`src/rtl/pofn_pkg.sv`:
```
`timescale 1ns / 1ps
`default_nettype none

package pofn_pkg;

    localparam int ANGLE_WIDTH_DEF = 32;
    localparam int LANES           = 4;
    localparam int SINE_LAT        = 8;
    localparam int CYC_W           = 4;
    localparam int SUB2_START      = 5;
    localparam int COMMON_START    = 10;
    localparam int ISSUE_LAST      = 12;
    localparam int ACC_W           = 36;
    localparam int RESULT_LAT      = 13;

    typedef logic [1:0] cfg_index_t;
    localparam cfg_index_t CFG_FIRST_SHIFT  = 2'd0;
    localparam cfg_index_t CFG_SECOND_SHIFT = 2'd1;
    localparam cfg_index_t CFG_SECOND_GAIN  = 2'd2;

    // Taylor coefficients of sin(pi/2 x) in Q1.30, highest order first.
    localparam logic [30:0] SINE_COEF [0:5] = '{
        31'd3864, 31'd172272, 31'd5026995, 31'd85569306, 31'd693598668, 31'd1686629713
    };

    localparam logic [31:0] DIV5_RECIP = 32'hCCCCCCCD;
    localparam int          ROUND_HALF = 160;

    typedef enum logic [2:0] {
        KIND_NONE,
        KIND_SUB1,
        KIND_SUB2,
        KIND_ADD1,
        KIND_ADD2
    } kind_t;

    typedef struct packed {
        logic [31:0] phase_one;
        logic [31:0] phase_two;
        logic [31:0] phase_three;
        logic [31:0] phase_four;
    } item_t;

    typedef struct packed {
        logic signed [31:0] rate_one;
        logic signed [31:0] rate_two;
        logic signed [31:0] rate_three;
        logic signed [31:0] rate_four;
    } result_t;

    typedef struct packed {
        logic                     valid;
        logic                     first;
        logic                     last;
        kind_t [LANES-1:0]        kind;
        logic [31:0]              gain;
    } tag_t;

    typedef struct packed {
        logic issuing;
        logic last_issue;
    } back_status_t;

endpackage

`default_nettype wire

```
`src/rtl/pofn_queue.sv`:
```
`timescale 1ns / 1ps
`default_nettype none

module pofn_queue
    import pofn_pkg::*;
#(
    parameter int WIDTH = 6*ANGLE_WIDTH_DEF + 32
)
(
    input  wire logic             clk,
    input  wire logic             rst_n,
    input  wire logic             push,
    input  wire logic [WIDTH-1:0] push_data,
    input  wire logic             pop,
    output logic                  full,
    output logic                  empty,
    output logic [WIDTH-1:0]      pop_data
);

    logic [WIDTH-1:0] data_reg [0:1];
    logic             wr_ptr_reg, rd_ptr_reg;
    logic [1:0]       count_reg, count_next;

    assign full     = (count_reg == 2'd2);
    assign empty    = (count_reg == 2'd0);
    assign pop_data = data_reg[rd_ptr_reg];

    always_comb
    begin
        count_next = count_reg + 2'(push) - 2'(pop);
    end

    always_ff @(posedge clk or negedge rst_n)
    begin
        if (!rst_n)
        begin
            wr_ptr_reg <= 1'b0;
            rd_ptr_reg <= 1'b0;
            count_reg  <= 2'd0;
        end
        else
        begin
            count_reg <= count_next;
            if (push)
            begin
                wr_ptr_reg <= ~wr_ptr_reg;
            end
            if (pop)
            begin
                rd_ptr_reg <= ~rd_ptr_reg;
            end
        end
    end

    always_ff @(posedge clk)
    begin
        if (push)
        begin
            data_reg[wr_ptr_reg] <= push_data;
        end
    end

endmodule

`default_nettype wire

```
`config.mk`:
```
export PLATFORM = sky130hd
export DESIGN_NAME = pofn_queue
export DESIGN_NICKNAME = d
export VERILOG_FILES = /design/src/rtl/pofn_pkg.sv /design/src/rtl/pofn_queue.sv
export SDC_FILE = /design/constraint.sdc
export NUM_CORES = 1
export LEC_CHECK = 0
export ABC_AREA = 1
export BUFFER_PORTS_ARGS = -buffer_cell sky130_fd_sc_hd__buf_2
export CAP_MARGIN = 40
export CORE_UTILIZATION = 55
export CTS_BUF_LIST = sky130_fd_sc_hd__clkbuf_2
export CTS_CLUSTER_SIZE = 16
export DETAILED_ROUTE_END_ITERATION = 12
export PLACE_DENSITY = 0.83
export SLEW_MARGIN = 20
export SYNTH_ARGS = -nofsm -noshare
export SYNTH_HDL_FRONTEND = slang
export SYNTH_SLANG_ARGS = --single-unit
```
`constraint.sdc`:
```
create_clock -name clk -period 15.39 [get_ports clk]
set_clock_uncertainty 0.1 [all_clocks]
set_input_delay 2.3085 -clock clk [delete_from_list [all_inputs] [get_ports clk]]
set_output_delay 2.3085 -clock clk [all_outputs]
set_load 0.01 [all_outputs]
```
After elaboration in Yosys (flattened, before gate mapping)

Memories as Yosys holds them, arrays and structs flattened.
Index checks and enable logic that the tools add are counted.

Bits in latches: 0
Logic and storage cells: 12
Input bits: 228
Memory bits (read-only): 0
Memories: 1
Bits in registers: 4
Output and inout bits: 226
Bits in writable memories: 448

Memory list:

| memory   | depth | width | rd ports | clocked after Yosys merged registers in | wr ports | RTL line         | RTL |
|---|---|---|---|---|---|---|---|
| data_reg | 2     | 224   | 1        | 0                                       | 1        | pofn_queue.sv:20 | `logic [WIDTH-1:0] data_reg [0:1];` |

Equality and inequality tests: 1
Reductions and logical operators: 1
Bitwise gates (word level): 2
Order comparisons: 0
Div/mod/pow operators: 0
Shift-type cells: 0
Add/subtract/negate cells: 2
Multipliers: 0
Mux-type cells: 2

Operator list:

| kind               | number |
|---|---|
| $add 2x1->2        | 1 |
| $eq 2x2->1 const B | 1 |
| $logic_not 2->1    | 1 |
| $mux 1             | 2 |
| $not 1->1          | 2 |
| $sub 2x1->2        | 1 |

Logic depth before layout (Yosys ltp)

Depth in word-level cells: 2
Mapped depth: 7
Gate-level depth less buffers: 7

Least setup slack after synthesis

No wires, ideal clock.

Path kind: input-to-reg
Start point: in push
End point: mem data_reg[0][0] in the netlist's numbering (enable)
Library setup time: 0.819 ns
Arrival: 11.707 ns
Cell stages on the path: 2
Path buffers: 0
Required time: 14.471 ns
Path slack: 2.764 ns
Cells stage by stage: inv_1 nor2_1

Cells in the longest elaborated chain, start to end: 2

RTL lines:

| what                         | RTL line         | RTL |
|---|---|---|
| start: declaration           | pofn_queue.sv:12 | `input wire logic push,` |
| $mux 1                       | pofn_queue.sv:57 | `if (push)` |
| $mux 1 (implied by the code) | pofn_queue.sv:59 | `data_reg[wr_ptr_reg] <= push_data;` |
| end: declaration             | pofn_queue.sv:20 |  |

Every way passes these cells.

Final worst setup path

Start point: reg rd_ptr_reg
End point: out pop_data[84]

Cells in the longest elaborated chain, start to end: 1

RTL lines:

| what                     | RTL line         | RTL |
|---|---|---|
| start: declaration       | pofn_queue.sv:21 | `logic wr_ptr_reg, rd_ptr_reg;` |
| start signal: assignment | pofn_queue.sv:50 | `rd_ptr_reg <= ~rd_ptr_reg;` |
| $mem_v2 2x224            | n/a              |  |
| end: declaration         | pofn_queue.sv:17 | `output logic [WIDTH-1:0] pop_data` |

Every way passes these cells.

==> flow_summary.toml <==
[worst_setup_path]
crit_buf_inv = 5
path_common_cell = "buf_4"
startpoint_type = "register"
cp_slowest_cell = "dfrtp_4"
crit_required_ns = 12.98
arrival_ns = 3.98
path_cells = "buf_16, buf_4, buf_12, buf_4, nand2_1, o21ai_0, buf_2"
worstSetupPathType = "register to output pin"
endpoint_kind = "output pin"
slowest_delay_ns = 0.72
critPathTopFamily = "buffers and inverters"
cp_max_fo = 105

[cells_and_area]
fill_cells = 2100
fin_area_mm2 = 0.02044
final_cell_mix = "buf_2, edfxtp_1, inv_1, nand2_1, clkbuf_2"
largest_register_ffs = 448
stdcell_count = 2199
final_common_cell = "buf_2"
syn_to_final_growth_pct = 21.27
drive_above_1_share_pct = 35.30
layout.nets = 1950

[placement]
dp_hpwl_mm = 26.16
placed_area_mm2 = 0.01947
io_buffers = 453
gp_congestion = 0.9508
place_inst = 2002

[yosys]
synth.avg_cell_area_um2 = 14.11
syn_nets = 1425
synth-seq-area-share_pct = 80.40
netlist_area_mm2 = 0.01686
synth_area_leaders = "edfxtp_1, inv_1, nand2_1"
synth.distinct_cells = 14
ys_ff_latch = 452
syn_inst = 1195
synth_top_area_share_pct = 79.81
synth_top_area_cell = "edfxtp_1"
yosys_warnings = 0

[sta]
fin_crit_ns = 6.393
hold_viol_final = 0
rsz0062_at_grt = "false"
relSlewSlack_pct = 45.69
whs_ns = 0.4463
worst_slew_pin_slew_ns = 0.8147
max_freq_mhz = 156.4
fin_tns_setup_ns = 0
period_share_pct = 41.54
drv_slew = 0
setup_viol = 0

[global_routing]
first_global_vias = 11019
grt_usage_pct = 23.27
met1_usage_pct = 22.69
grt_busiest_layer = "met2"
grt_remaining_overflow = 0
antenna_found_initial = 17
grt_pass1_wl_mm = 54.51
grt.met2_usage_pct = 41.21
use_met3_pct = 7.367
grt_max_degree = 106

[drt]
drc = 0
drt_iter0_markers = 695
first_pass_iters = 5
vias_per_cell = 4.895
vias = 10765
ant_nets = 0
wl_per_cell_um = 16.78
totalWireLength_mm = 36.90

[pwr]
switching_power_w = 0.001261
power.share.clock_pct = 20.4
p_int_w = 0.002305
ir_drop_mv = 0.1016
pwr-share-seq_pct = 47.8
switching_share_pct = 35.36
p_per_area_mw_per_mm2 = 174.5
power_frac_comb_pct = 31.8
p_leak_nw = 8.994

[floorplan]
start_util_pct = 56.42
die_h_um = 177.1
die_x_um = 177.1
core.rowCount = 63
ios = 454
core_mm2 = 0.02987
die_area_mm2 = 0.03135

[clock_network]
clockRootBuffer = "clkbuf_2"
clock-sinks = 452
cts_setup_buffers = 0
cts-buffers-inserted = 106
postCtsHoldBufs = 0
ctsLongestPathBuffers = 3
clkTransAtPathRegs_ns = 0.09
cts_tree = "built"
cts_htree_levels = 3
cts_resized = 0
clk_latency_ns = 0.91

[outcome]
status = "finished, final reports clean"

[run]
maxCapViolations = 0

[worst_hold_path]
hp-class = "register to register"
[cell usage after synthesis, drive strengths merged]
cell type	number
buf	47
clkbuf	3
dfrtp	4
edfxtp	448
ha	2
inv	231
nand2	230
nand3	1
nor2	3
o21ai	224
xor2	2
[worst reg2reg max path, cell delays in order (launching register included)]
cell,delay [ns]
dfrtp_1,0.43
nor2_4,0.45
buf_4,0.74
buf_4,0.47
buf_16,0.28
[layout make-up]
class	instances	area [um^2]	area share [%]
sequential	452	13560	66.32
inverter	231	874.6	4.279
antenna	13	32.53	0.1591
tap	390	488.0	2.387
clock buffer	156	780.7	3.820
multi-input combinational	462	2051	10.03
clock inverter	28	152.6	0.7468
timing repair buffer	467	2505	12.25
[routing by layer]
metal	routed length, um	part of all wire [%]
met1	12290	33
met2	19510	53
met3	2875	7.8
met4	2183	5.9
met5	43	0.12
[power by group through the flow]
stage,clock (W),combinational [W],sequential [W]
after floorplan,0,0.000703,0.00177
after global placement,0,0.00104,0.00175
after detailed placement,0,0.00114,0.00173
after CTS,0.000753,0.00115,0.00170
after global routing,0.000815,0.00125,0.00172
final,0.000729,0.00113,0.00170
[worst paths after layout]
kind | start | end | slack, ns | cells past startpoint
max | rd_ptr_reg | pop_data[84] | 9.00 | 7
min | wr_ptr_reg | wr_ptr_reg | 0.45 | 1
max reg2reg | wr_ptr_reg | data_reg[0][106] | 12.45 | 4
min reg2reg | wr_ptr_reg | wr_ptr_reg | 0.45 | 1
max in group asynchronous | rst_n | rd_ptr_reg | 13.94 | 1
min in group asynchronous | rst_n | count_reg[1] | 1.09 | 1
[per-stage QoR]
stage	setup WS [ns]	total power [W]	utilization [%]
final	8.997	0.003566	68.42
after global routing	8.520	0.003787	68.41
after CTS	8.873	0.003605	68.31
after detailed placement	9.938	0.002873	65.19
after global placement	9.804	0.002795	64.57
after floorplan	2.764	0.002476	-
[logic make-up (layout without fill, tap and decap cells)]
logic type / after synthesis / in the layout / share of synthesized area (%)
other: 0 / 13 / 0
and+or+nand+nor: 234 / 234 / 5.218
AOI/OAI and AO/OA: 224 / 224 / 6.651
DFF: 452 / 452 / 80.40
adders and majority gates: 2 / 2 / 0.1484
buffers and inverters: 281 / 882 / 7.475
xor gates and xnor gates: 2 / 2 / 0.1039
Power figures use the tool's default switching activity.
