==> config.mk <==
export PLATFORM = sky130hd
export DESIGN_NAME = pofn_front
export DESIGN_NICKNAME = d
export VERILOG_FILES = /design/src/rtl/pofn_pkg.sv /design/src/rtl/pofn_front.sv
export SDC_FILE = /design/constraint.sdc
export NUM_CORES = 1
export LEC_CHECK = 0
export ABC_CLOCK_PERIOD_IN_PS = 29600
export BUFFER_PORTS_ARGS = -buffer_cell sky130_fd_sc_hd__buf_2
export CORE_AREA = 2 2 175 177
export CTS_CLUSTER_DIAMETER = 100
export DETAILED_ROUTE_END_ITERATION = 8
export DIE_AREA = 0 0 177 179
export GPL_TIMING_DRIVEN = 0
export PLACE_DENSITY = 0.57
export SETUP_SLACK_MARGIN = 0.2
export SLEW_MARGIN = 5
export SYNTH_ARGS = -nofsm -noshare
export SYNTH_HDL_FRONTEND = slang
export SYNTH_SLANG_ARGS = --single-unit
==> constraint.sdc <==
create_clock -name clk -period 29.6 [get_ports clk]
set_input_delay 1.48 -clock clk [delete_from_list [all_inputs] [get_ports clk]]
set_output_delay 1.48 -clock clk [all_outputs]
set_load 0.02 [all_outputs]
==> src/rtl/pofn_pkg.sv <==
`timescale 1ns / 1ps
`default_nettype none

package pofn_pkg;

    localparam int ANGLE_WIDTH_DEF = 32;
    localparam int LANES           = 4;
    localparam int SINE_LAT        = 8;
    localparam int CYC_W           = 4;
    localparam int SUB2_START      = 5;
    localparam int COMMON_START    = 10;
    localparam int ISSUE_LAST      = 12;
    localparam int ACC_W           = 36;
    localparam int RESULT_LAT      = 13;

    typedef logic [1:0] cfg_index_t;
    localparam cfg_index_t CFG_FIRST_SHIFT  = 2'd0;
    localparam cfg_index_t CFG_SECOND_SHIFT = 2'd1;
    localparam cfg_index_t CFG_SECOND_GAIN  = 2'd2;

    // Taylor coefficients of sin(pi/2 x) in Q1.30, highest order first.
    localparam logic [30:0] SINE_COEF [0:5] = '{
        31'd3864, 31'd172272, 31'd5026995, 31'd85569306, 31'd693598668, 31'd1686629713
    };

    localparam logic [31:0] DIV5_RECIP = 32'hCCCCCCCD;
    localparam int          ROUND_HALF = 160;

    typedef enum logic [2:0] {
        KIND_NONE,
        KIND_SUB1,
        KIND_SUB2,
        KIND_ADD1,
        KIND_ADD2
    } kind_t;

    typedef struct packed {
        logic [31:0] phase_one;
        logic [31:0] phase_two;
        logic [31:0] phase_three;
        logic [31:0] phase_four;
    } item_t;

    typedef struct packed {
        logic signed [31:0] rate_one;
        logic signed [31:0] rate_two;
        logic signed [31:0] rate_three;
        logic signed [31:0] rate_four;
    } result_t;

    typedef struct packed {
        logic                     valid;
        logic                     first;
        logic                     last;
        kind_t [LANES-1:0]        kind;
        logic [31:0]              gain;
    } tag_t;

    typedef struct packed {
        logic issuing;
        logic last_issue;
    } back_status_t;

endpackage

`default_nettype wire

==> src/rtl/pofn_front.sv <==
`timescale 1ns / 1ps
`default_nettype none

module pofn_front
    import pofn_pkg::*;
#(
    parameter int ANGLE_WIDTH = ANGLE_WIDTH_DEF
)
(
    input  wire logic                       clk,
    input  wire logic                       rst_n,
    input  wire logic                       start,
    input  wire item_t                      item,
    input  wire logic [31:0]                first_shift,
    input  wire logic [31:0]                second_shift,
    input  wire logic [31:0]                gain,
    input  wire logic                       q_full,
    output logic                            busy,
    output logic                            push,
    output logic [6*ANGLE_WIDTH+31:0]       push_data
);

    localparam int W  = ANGLE_WIDTH;
    localparam int QW = 6*W + 32;

    logic [31:0]   raw  [0:5];
    logic [W-1:0]  conv [0:5];
    logic          valid_reg, valid_next;
    logic [QW-1:0] entry_reg;
    logic          accept;

    assign raw[0] = item.phase_one;
    assign raw[1] = item.phase_two;
    assign raw[2] = item.phase_three;
    assign raw[3] = item.phase_four;
    assign raw[4] = first_shift;
    assign raw[5] = second_shift;

    genvar n;
    generate
        for (n = 0; n < 6; n++)
        begin : g_conv
            if (W >= 32)
            begin : g_up
                assign conv[n] = W'(raw[n]) << (W-32);
            end
            else
            begin : g_down
                assign conv[n] = W'(raw[n] >> (32-W));
            end
        end
    endgenerate

    assign busy   = valid_reg & q_full;
    assign accept = start & ~busy;
    assign push   = valid_reg & ~q_full;

    always_comb
    begin
        valid_next = valid_reg;
        if (accept)
        begin
            valid_next = 1'b1;
        end
        else if (push)
        begin
            valid_next = 1'b0;
        end
    end

    always_ff @(posedge clk or negedge rst_n)
    begin
        if (!rst_n)
        begin
            valid_reg <= 1'b0;
        end
        else
        begin
            valid_reg <= valid_next;
        end
    end

    always_ff @(posedge clk)
    begin
        if (accept)
        begin
            entry_reg <= {conv[0], conv[1], conv[2], conv[3], conv[4], conv[5], gain};
        end
    end

    assign push_data = entry_reg;

endmodule

`default_nettype wire

=== Word level (Yosys, flattened, before mapping) ===
Cells that the tools add are included.

* Output and inout bits: 226
* Input port bits: 228
* Bits in registers: 225
* Logic and storage cells: 10

* Reduce and logical (&&, ||, !) cells: 1
* Mux-type cells: 2
* Bitwise logic cells: 5

{| class="wikitable"
|+ Operator list
! cell !! count
|-
| $and A1 B1 Y1 || 3
|-
| $mux W1 || 2
|-
| $not A1 Y1 || 2
|-
| $reduce_bool A2 Y1 || 1
|}

=== Depth between registers and ports, before layout ===
Gate-level depths: netlist (run 1).

* Word-level depth: 4
* Depth in mapped cells: 1
* Gate-level depth less buffers: 1

=== Worst setup path after synthesis (run 1) ===
Ideal clock, no wire load.

* Path kind: in2reg
* Start point: input port q_full
* End point: register entry_reg[0] (netlist: push_data[0]) (enable)
* Cell stages on the path: 1
* Required time: 28.446 ns
* Arrival: 17.608 ns
* Library setup time: 1.154 ns
* Slack: 10.838 ns
* Cells stage by stage: a21boi_0

* Word-level cells in the longest chain between the ends: 3

{| class="wikitable"
|+ Ends and longest elaborated chain
! element !! line !! source
|-
| start, declared || pofn_front.sv:17 || <nowiki>input wire logic q_full,</nowiki>
|-
| $and A1 B1 Y1 || pofn_front.sv:54 || <nowiki>assign busy = valid_reg & q_full;</nowiki>
|-
| $not A1 Y1 || pofn_front.sv:55 || <nowiki>assign accept = start & ~busy;</nowiki>
|-
| $and A1 B1 Y1 || pofn_front.sv:55 ||
|-
| end signal, assigned || pofn_front.sv:87 || <nowiki>entry_reg <= {conv[0], conv[1], conv[2], conv[3], conv[4], conv[5], gain};</nowiki>
|-
| end, declared || pofn_front.sv:29 || <nowiki>logic [QW-1:0] entry_reg;</nowiki>
|}

No other way between the ends.
A chain may end at the register's enable or synchronous reset.

=== Worst setup path in the final report (run 1) ===
* Start point: input port q_full
* End point: output port push

* Word-level cells in the longest chain between the ends: 2

{| class="wikitable"
|+ Ends and longest elaborated chain
! element !! line !! source
|-
| $not A1 Y1 || pofn_front.sv:56 || <nowiki>assign push = valid_reg & ~q_full;</nowiki>
|-
| $and A1 B1 Y1 || pofn_front.sv:56 ||
|-
| end, declared || pofn_front.sv:19 || <nowiki>output logic push,</nowiki>
|}

No other way between the ends.

==> flow_summary.yaml, run 1 <==
run_status:
  status: "finished clean"
yosys:
  synth_top_area_share_pct: 99.15
  synth_simple_gate_area_share_pct: 0.2398
  synth_area_leader_cell: "edfxtp_1"
  synth-xor-area-share_pct: 0
  synth_cells: 229
  synth.mux.area_fraction_pct: 0
  synth_seq_area_share_pct: 99.52
  synth-compound-area-share_pct: 0.2398
  netlist_area_um2: 6784
  synth_nets: 457
  synth_top_family_by_area: "compound AO/OA/AOI/OAI gates"
  synth_warnings: 0
  synth-seq-cells: 225
  ys_top_cells_by_area: "edfxtp_1 (99%), dfrtp_1 (0.37%), a21o_2 (0.13%), and2b_2 (0.13%), a21boi_0 (0.11%)"
  syn_avg_cell_area_um2: 29.62
  synth_cell_types: 6
  synth_fa_ha_area_share_pct: 0
setup_path:
  end_kind: "primary output"
  arrival_ns: 2.02
  ff2ff_path_depth: 5
  r2r_start: "valid_reg"
  cp.required_ns: 28.12
  worst-path-max-fanout: 4
  critPathLaunchType: "input port"
  worstSetupStartpoint: "q_full"
  criticalPathCategory: "input port to primary output"
placed_design:
  place_ws_ns: 26.10
  portBuffers: 453
  hpwl_um: 15470
  place_congestion: 0.7547
timing:
  rsz0062_at_grt: "false"
  worst_pin_slew_ns: 0.4829
  max_freq_mhz: 285.6
  period_minus_slack_ns: 3.501
  hold_slack_ns: 0.5965
  setup_viol: 0
  layout_setup_ws_ns: 26.10
  slew_headroom_pct: 67.73
  fin_skew_ns: 0.008948
  period_share_pct: 11.83
  drv_slew: 0
  hold_viol_final: 0
  final.setup.tns_ns: 0
power:
  ir_drop_mv: 0.04177
  power_density_nw_per_um2: 70.43
  total_power_mw: 0.7478
  p_leak_nw: 4.452
route:
  wl_per_cell_um: 17.16
  drt_first_pass_iters: 4
  ant_nets: 0
  vias_per_cell: 3.699
  finalWirelength_um: 19480
  drcViolationCount: 0
  route.vias.total: 4198
  drt_iter0_markers: 141
die:
  rows: 64
  initial_core_util_pct: 22.59
  die_h_um: 179
  die_area_um2: 31680
  die_x_um: 177
  num_io_pins: 454
  core_region_area_um2: 30030
final_layout:
  fill_cells: 2909
  syn2layout_area_growth_pct: 56.51
  drive_above_1_share_pct: 68.39
  utilization_pct: 35.36
  layout.nets: 947
  largest_reg_flops: 224
min_path:
  holdCritStartpoint: "valid_reg"
  hp-class: "flip-flop to flip-flop"
  whs_path_depth: 1
run:
  cap_violations: 0
clock_tree:
  clkLatencyLatePin_ns: 0.51
  clock-sinks: 225
  clk_path_buf_depth: 3
  cts-resized-gates: 0
  post_cts_buffers: 0
  h-tree-depth: 1
  clkTransAtPathRegs_ns: 0.06
  cts-hold-fix-buffers: 0
  cts-root-buf: "clkbuf_16"
  cts_buffers: 25
  cts_tree: "built"
global_route:
  grt_pass1_wl_um: 26130
  gr-total-overflow: 0
  track_usage_pct: 11.31
  antenna_found_initial: 9
  grt_max_degree: 31
  grt_pass1_vias: 4220
## cells in the mapped netlist (all sizes together)
| cell type | number |
|---|---|
| a21o | 1 |
| a21boi | 1 |
| dfrtp | 1 |
| and2b | 1 |
| and2 | 1 |
| edfxtp | 224 |
## final timing paths
kind,slack (ns),endpoint
setup / recovery,26.10,push
hold / removal,0.60,valid_reg
setup reg to reg,27.59,push_data[22]
hold reg to reg,0.60,valid_reg
max in group asynchronous,28.73,valid_reg
min in group asynchronous,0.76,valid_reg
## placed cells by master, fill, tap and decap left out, types with 3 or more instances in the layout
| cell | count |
|---|---|
| buf_16 | 7 |
| clkbuf_16 | 25 |
| buf_12 | 3 |
| clkbuf_1 | 5 |
| buf_2 | 453 |
| clkinv_2 | 6 |
| clkinv_1 | 3 |
| edfxtp_1 | 224 |
| bufinv_16 | 3 |
## per-layer routing
metal  vias up  share of wire, %  global-route usage [%]
met5         -              0.29                       0
met4         8               2.3                   3.719
met3        44                12                   4.856
met2       257                49                   18.45
met1      1970                37                   13.44
li1       1919                 -                       -
## stage by stage
step / area [µm²] / cells
final: 10620 / 1135
after global routing: 10610 / 1133
after CTS: 10610 / 1133
after detailed placement: 9811 / 1088
after global placement: 9547 / 1078
after floorplan: 6784 / 229
## worst max-delay path: stages
cell,delay [ns]
buf_2,0.13
and2b_2,0.25
buf_2,0.16
## final cells by class
cell class              count  area (µm²)  area share [%]
repair buffers            463        2520           23.73
diodes                      2       5.005         0.04714
flip-flops and latches    225        6751           63.59
clock inverters            15       157.7           1.485
clock buffers              30       644.4           6.069
multi-input cells           4       43.79          0.4124
well taps                 396       495.5           4.667
## cell families (layout without fill, tap and decap cells)
group                  Yosys count  after routing
AO/OA/AOI/OAI                    2              2
buffers and inverters            0            508
flip-flops                     225            225
other                            0              2
AND/OR/NAND/NOR                  2              2
## power by group
part | switching, mW | internal, mW | leakage [nW]
registers | 0.00458 | 0.372 | 2.14
clock network | 0.122 | 0.182 | 0.391
logic | 0.0421 | 0.0259 | 1.92
total | 0.169 | 0.579 | 4.45
(Power assumes the default switching activity.)
==> inputs of run 2 (changes only) <==
--- a/config.mk
+++ b/config.mk
@@ -5,7 +5,7 @@
 export SDC_FILE = /design/constraint.sdc
 export NUM_CORES = 1
 export LEC_CHECK = 0
-export ABC_CLOCK_PERIOD_IN_PS = 29600
+export ABC_CLOCK_PERIOD_IN_PS = 3700
 export BUFFER_PORTS_ARGS = -buffer_cell sky130_fd_sc_hd__buf_2
 export CORE_AREA = 2 2 175 177
 export CTS_CLUSTER_DIAMETER = 100
==> constraint.sdc (replaced) <==
create_clock -name clk -period 3.7 [get_ports clk]
set_input_delay 0.185 -clock clk [delete_from_list [all_inputs] [get_ports clk]]
set_output_delay 0.185 -clock clk [all_outputs]
set_load 0.02 [all_outputs]
==> run 2 against run 1 <==
The flow now stops in 4_1_cts. Synthesized cell count is the same. Synthesized area is the same.
==> flow_summary.yaml, run 2 <==
clock_tree:
  cts-hold-fix-buffers: 227
  clock-sinks: 225
  cts-root-buf: "clkbuf_16"
  clk_path_buf_depth: 3
  post_cts_buffers: 0
  cts-resized-gates: 0
  cts_buffers: 25
  h-tree-depth: 1
placed_design:
  place_congestion: 0.7489
  hpwl_um: 15260
  portBuffers: 453
  place_ws_ns: 1.524
  placed_cells: 1087
run_status:
  stop_error: "[ERROR RSZ-0060] Max buffer count reached."
  status: "stopped before the end"
  lastStage: "4_1_cts"
yosys:
  synth_warnings: 0
  synth_top_area_share_pct: 99.15
  ys_top_cells_by_area: "edfxtp_1 (99%), dfrtp_1 (0.37%), a21o_2 (0.13%), and2b_2 (0.13%), a21boi_0 (0.11%)"
  netlist_area_um2: 6784
  synth_area_leader_cell: "edfxtp_1"
  synth-seq-cells: 225
  ys.flop_type: "edfxtp_1"
  async_reset_ff_share_pct: 0.4444
  yosysMostFrequentCell: "edfxtp_1"
  synth_cells: 229
  synth_nets: 457
  synth_seq_area_share_pct: 99.52
  syn_avg_cell_area_um2: 29.62
  synth-edff-count: 224
  synth_cell_types: 6
die:
  rows: 64
  initial_core_util_pct: 22.59
  die_x_um: 177
  num_io_pins: 454
  die_h_um: 179
==> run 2: cell counts after synthesis <==
No cell type changed its count.
==> run 2: kinds of logic after synthesis <==
logic type       count (synthesis)  share of synthesized area [%]
AO/OA/AOI/OAI                    2                         0.2398
AND/OR/NAND/NOR                  2                         0.2398
flip-flops                     225                          99.52
==> run 2: through the flow <==
| stage | hold slack [ns] | cell area (µm²) |
|---|---|---|
| after floorplan | -0.1106 | 6795 |
| after global placement | -0.03884 | 9558 |
| after detailed placement | -0.03722 | 9768 |
==> inputs of run 3 (changes only) <==
--- a/config.mk
+++ b/config.mk
@@ -7,13 +7,11 @@
 export LEC_CHECK = 0
 export ABC_CLOCK_PERIOD_IN_PS = 3700
 export BUFFER_PORTS_ARGS = -buffer_cell sky130_fd_sc_hd__buf_2
-export CORE_AREA = 2 2 175 177
-export CTS_CLUSTER_DIAMETER = 100
+export CORE_MARGIN = 2
+export CORE_UTILIZATION = 20
 export DETAILED_ROUTE_END_ITERATION = 8
-export DIE_AREA = 0 0 177 179
 export GPL_TIMING_DRIVEN = 0
-export PLACE_DENSITY = 0.57
-export SETUP_SLACK_MARGIN = 0.2
+export PLACE_DENSITY_LB_ADDON = 0.15
 export SLEW_MARGIN = 5
 export SYNTH_ARGS = -nofsm -noshare
 export SYNTH_HDL_FRONTEND = slang
==> run 3 against run 2 <==
The run now ends clean.
==> flow_summary.yaml, run 3 (synthesis gave the netlist of run 1 again) <==
run_status:
  status: "finished clean"
power:
  p_int_mw: 4.732
  p_sw_share_pct: 22.89
  p_leak_nw: 5.382
  seqPwrFrac_pct: 49.0
  clkPwrFrac_pct: 39.0
  ir_drop_mv: 0.2997
  combPwrFrac_pct: 12.0
  power.net_switching_mw: 1.405
  power_density_nw_per_um2: 474.8
  total_power_mw: 6.137
placed_design:
  hpwl_um: 14920
  portBuffers: 453
  place_ws_ns: 1.371
  placed_area_um2: 9861
  place_congestion: 0.7226
route:
  drt_first_pass_iters: 6
  vias_per_cell: 3.554
  drt_iter0_markers: 120
  drcViolationCount: 0
  finalWirelength_um: 20970
  wl_per_cell_um: 14.83
  ant_nets: 0
  route.vias.total: 5025
clock_tree:
  clock-sinks: 225
  cts_buffers: 27
  clkTransAtPathRegs_ns: 0.06
  cts-resized-gates: 0
  cts-root-buf: "clkbuf_16"
  cts_tree: "built"
  clkLatencyLatePin_ns: 0.52
  h-tree-depth: 1
  clk_path_buf_depth: 3
die:
  die_area_um2: 35410
  core_region_area_um2: 33450
  initial_core_util_pct: 20.28
  die_x_um: 188.2
  rows: 67
  num_io_pins: 454
  die_h_um: 188.2
final_layout:
  fill_cells: 3188
  final_cell_mix: "buf_2 (453), dlygate4sd3_1 (228), edfxtp_1 (224)"
  syn2layout_area_growth_pct: 90.54
  largest_reg_flops: 224
  multiInputGateArea_um2: 43.79
  ff_latch_area_um2: 6751
  layout.nets: 1177
  final_common_cell: "buf_2"
  fin_area_um2: 12930
  drive_above_1_share_pct: 51.71
setup_path:
  reg2reg_slack_ns: 1.41
  cp.depth: 5
  crit_buf_inv: 4
  crit_path_top_delay_cell: "a21boi_4"
  slowest_delay_ns: 0.70
  cp.required_ns: 3.93
  criticalPathCategory: "flip-flop to flip-flop"
  worst-path-max-fanout: 26
  crit_chain: "a21boi_4 -> buf_16 -> buf_12 -> buf_12 -> buf_16"
  ff2ff_path_depth: 5
  arrival_ns: 2.52
  crit_end: "push_data[109]"
  end_kind: "flip-flop"
  critPathLaunchType: "flip-flop"
  worstSetupStartpoint: "valid_reg"
  r2r_start: "valid_reg"
  path_delay_family: "buffers and inverters"
  reg2reg_to: "push_data[109]"
timing:
  layout_setup_ws_ns: 1.406
  period_share_pct: 62.00
  drv_slew: 0
  period_minus_slack_ns: 2.294
  hold_viol_final: 0
  fin_skew_ns: 0.007684
  hold_slack_ns: 0.2117
  slew_headroom_pct: 42.76
  max_freq_mhz: 435.9
  rsz0062_at_grt: "false"
  setup_viol: 0
  worst_pin_slew_ns: 0.8564
global_route:
  antenna_found_initial: 1
  track_usage_pct: 11.27
  gr-total-overflow: 0
  grt_pass1_vias: 5475
  grt_pass1_wl_um: 30750
  grt_max_degree: 27
min_path:
  hp-class: "input port to flip-flop"
run:
  cap_violations: 0
-- run 3: worst min path at each step --
stage | cells past startpoint | from | slack, ns | to
floorplan | 0 | rst_n | -0.11 | valid_reg
global placement | 1 | rst_n | -0.04 | valid_reg
detailed placement | 1 | rst_n | -0.04 | valid_reg
CTS | 2 | q_full | 0.18 | push_data[63]
global route | 2 | q_full | 0.22 | push_data[220]
finish | 2 | q_full | 0.21 | push_data[63]
-- run 3: power groups by stage --
stage	sequential (mW)	clock [mW]	combinational (mW)
2_1_floorplan	3.26	0	0.0499
3_5_place_dp	3.06	0	0.551
5_1_grt	3.02	2.58	0.783
6_report	3.01	2.40	0.735
4_1_cts	3.01	2.50	0.745
3_3_place_gp	3.09	0	0.508
-- run 3: worst register-to-register path: stages, from the launching register on --
cell and delay, ns:
dfrtp_1 0.43, a21boi_4 0.70, buf_16 0.26, buf_12 0.22
buf_12 0.22, buf_16 0.17
-- run 3: routing by layer --
metal  routed length, µm  up-vias  part of all wire [%]  track usage, %
met3                1906       42                   9.1           3.669
met1                7232     2319                    34           11.67
met4                 863        0                   4.1           4.422
met2               10970      273                    52           20.98
met5                   0        -                     0               0
li1                    -     2391                     -               -
-- run 3: through the flow --
stage | TNS [ns] | utilization [%] | std cells
after global routing | 0 | 38.65 | 1414
after CTS | 0 | 38.64 | 1413
after global placement | -647.16 | 28.77 | 1130
after floorplan | -191.03 | - | 229
final | 0 | 38.65 | 1414
after detailed placement | 0 | 29.48 | 1140
-- run 3: cell type report --
class                      instances  area share, %
antenna                            1        0.01936
clock buffer                      35          5.459
clock inverter                    10         0.5808
multi-input combinational          4         0.3388
sequential                       225          52.23
tap                              448          4.336
timing repair buffer             691          37.03
-- run 3: what timing repair did --
| item | 4_1_cts | 5_1_grt |
|---|---|---|
| setup buffers | 0 | 0 |
| hold buffers | 228 | 0 |
| hold endpoints to repair | 226 | 0 |
==> inputs of run 4 (changes only) <==
--- a/config.mk
+++ b/config.mk
@@ -5,7 +5,7 @@
 export SDC_FILE = /design/constraint.sdc
 export NUM_CORES = 1
 export LEC_CHECK = 0
-export ABC_CLOCK_PERIOD_IN_PS = 3700
+export ABC_CLOCK_PERIOD_IN_PS = 1940
 export BUFFER_PORTS_ARGS = -buffer_cell sky130_fd_sc_hd__buf_2
 export CORE_MARGIN = 2
 export CORE_UTILIZATION = 20
==> constraint.sdc (replaced) <==
create_clock -name clk -period 1.94 [get_ports clk]
set_input_delay 0.097 -clock clk [delete_from_list [all_inputs] [get_ports clk]]
set_output_delay 0.097 -clock clk [all_outputs]
set_load 0.02 [all_outputs]
==> run 4 against run 3 <==
Clock-buffer cell count unchanged. Wire length increased by 0.49%. Critical endpoint unchanged. Largest cell class unchanged. First-iteration DRC count increased by 0.83%.
==> flow_summary.yaml, run 4 (synthesis gave the netlist of run 1 again) <==
clock_tree:
  cts_buffers: 27
  clkLatencyLatePin_ns: 0.52
  cts-root-buf: "clkbuf_16"
  h-tree-depth: 1
  clkTransAtPathRegs_ns: 0.06
  cts_tree: "built"
  clk_path_buf_depth: 3
  clock-sinks: 225
  cts-resized-gates: 0
die:
  rows: 67
  die_x_um: 188.2
  num_io_pins: 454
  die_area_um2: 35410
  die_h_um: 188.2
  initial_core_util_pct: 20.28
  core_region_area_um2: 33450
setup_path:
  ff2ff_path_depth: 5
  r2r_start: "valid_reg"
  crit_path_top_delay_cell: "dfrtp_1"
  criticalPathCategory: "flip-flop to flip-flop"
  cp.required_ns: 2.17
  crit_end: "push_data[109]"
  slowest_delay_ns: 0.45
  arrival_ns: 2.04
  crit_buf_inv: 4
  reg2reg_slack_ns: 0.13
  cp.depth: 5
  reg2reg_to: "push_data[109]"
  path_delay_family: "buffers and inverters"
  worstSetupStartpoint: "valid_reg"
  critPathLaunchType: "flip-flop"
  worst-path-max-fanout: 26
  crit_chain: "a21boi_4 -> buf_16 -> buf_12 -> buf_12 -> buf_16"
  end_kind: "flip-flop"
timing:
  max_freq_mhz: 551.0
  hold_slack_ns: 0.1221
  hold_viol_final: 0
  drv_slew: 0
  period_share_pct: 93.55
  period_minus_slack_ns: 1.815
  rsz0062_at_grt: "false"
  slew_headroom_pct: 55.56
  fin_skew_ns: 0.007072
  setup_viol: 0
  worst_pin_slew_ns: 0.6627
placed_design:
  placed_area_um2: 9861
  hpwl_um: 14920
  place_congestion: 0.7226
  portBuffers: 453
power:
  power_density_nw_per_um2: 904.1
  p_leak_nw: 5.396
  ir_drop_mv: 0.5653
route:
  ant_nets: 0
  route.vias.total: 5055
  finalWirelength_um: 21070
  wl_per_cell_um: 14.87
  drcViolationCount: 0
  vias_per_cell: 3.567
  drt_first_pass_iters: 6
  drt_iter0_markers: 121
run:
  cap_violations: 0
global_route:
  antenna_found_initial: 1
  grt_pass1_wl_um: 30860
  track_usage_pct: 11.31
  gr-total-overflow: 0
  grt_max_degree: 27
  grt_pass1_vias: 5505
final_layout:
  layout.nets: 1180
  syn2layout_area_growth_pct: 90.93
  drive_above_1_share_pct: 51.86
  largest_reg_flops: 224
  final_cell_mix: "buf_2 (453), dlygate4sd3_1 (228), edfxtp_1 (224)"
  fin_area_um2: 12950
  final_common_cell: "buf_2"
min_path:
  holdCritStartpoint: "q_full"
  hp-class: "input port to flip-flop"
run_status:
  status: "finished clean"
[run 4: what timing repair did]
action | in CTS | in global routing
hold buffers | 228 | 0
buffers inserted | 2 | 0
setup endpoints to repair | 117 | 0
endpoints found under the hold margin | 226 | 0
[run 4: metrics by stage]
step                      std cells  setup WS (ns)  TNS [ns]  power [mW]  util (%)
after detailed placement       1140        -0.3893    -21.46       6.886     29.48
final                          1417         0.1252         0       11.71     38.72
after floorplan                 229         -2.613   -585.27       6.311         -
after global placement         1130         -4.581  -1021.68       6.857     28.77
after CTS                      1416         0.1186         0       11.94     38.72
after global routing           1417        0.05454         0       12.18     38.72
[run 4: final cells by class]
class,count,area (µm²)
Clock buffer,35,705.7
Fill cell,3183,20500
Multi-Input combinational cell,5,55.05
Clock inverter,10,75.07
Timing Repair Buffer,693,4802
Tap cell,448,560.5
Antenna cell,1,2.502
Sequential cell,225,6751
[run 4: where the power goes]
group	leakage (nW)	total, mW	internal (mW)	switching [mW]
Sequential	2.14	5.74	5.67	0.0616
Clock	0.376	4.57	2.66	1.91
Combinational	2.88	1.41	0.695	0.714
[run 4: per-layer routing]
| layer | vias to the layer above | share of wire, % | global-route usage [%] |
|---|---|---|---|
| li1 | 2401 | - | - |
| met1 | 2335 | 34 | 11.62 |
| met2 | 273 | 52 | 21.16 |
| met3 | 46 | 9.2 | 3.725 |
| met4 | 0 | 4.0 | 4.300 |
| met5 | - | 0 | 0 |
[run 4: worst reg2reg max path, stage by stage, from the launching register on]
cell and delay (ns):
dfrtp_1 0.45, a21boi_4 0.25, buf_16 0.21, buf_12 0.22, buf_12 0.22, buf_16 0.17
[run 4: how the worst min path moves through the flow]
stage                     end  cells past startpoint
2_1_floorplan       valid_reg                      0
3_3_place_gp        valid_reg                      1
3_5_place_dp        valid_reg                      1
4_1_cts        push_data[101]                      2
5_1_grt        push_data[101]                      2
6_report       push_data[101]                      2
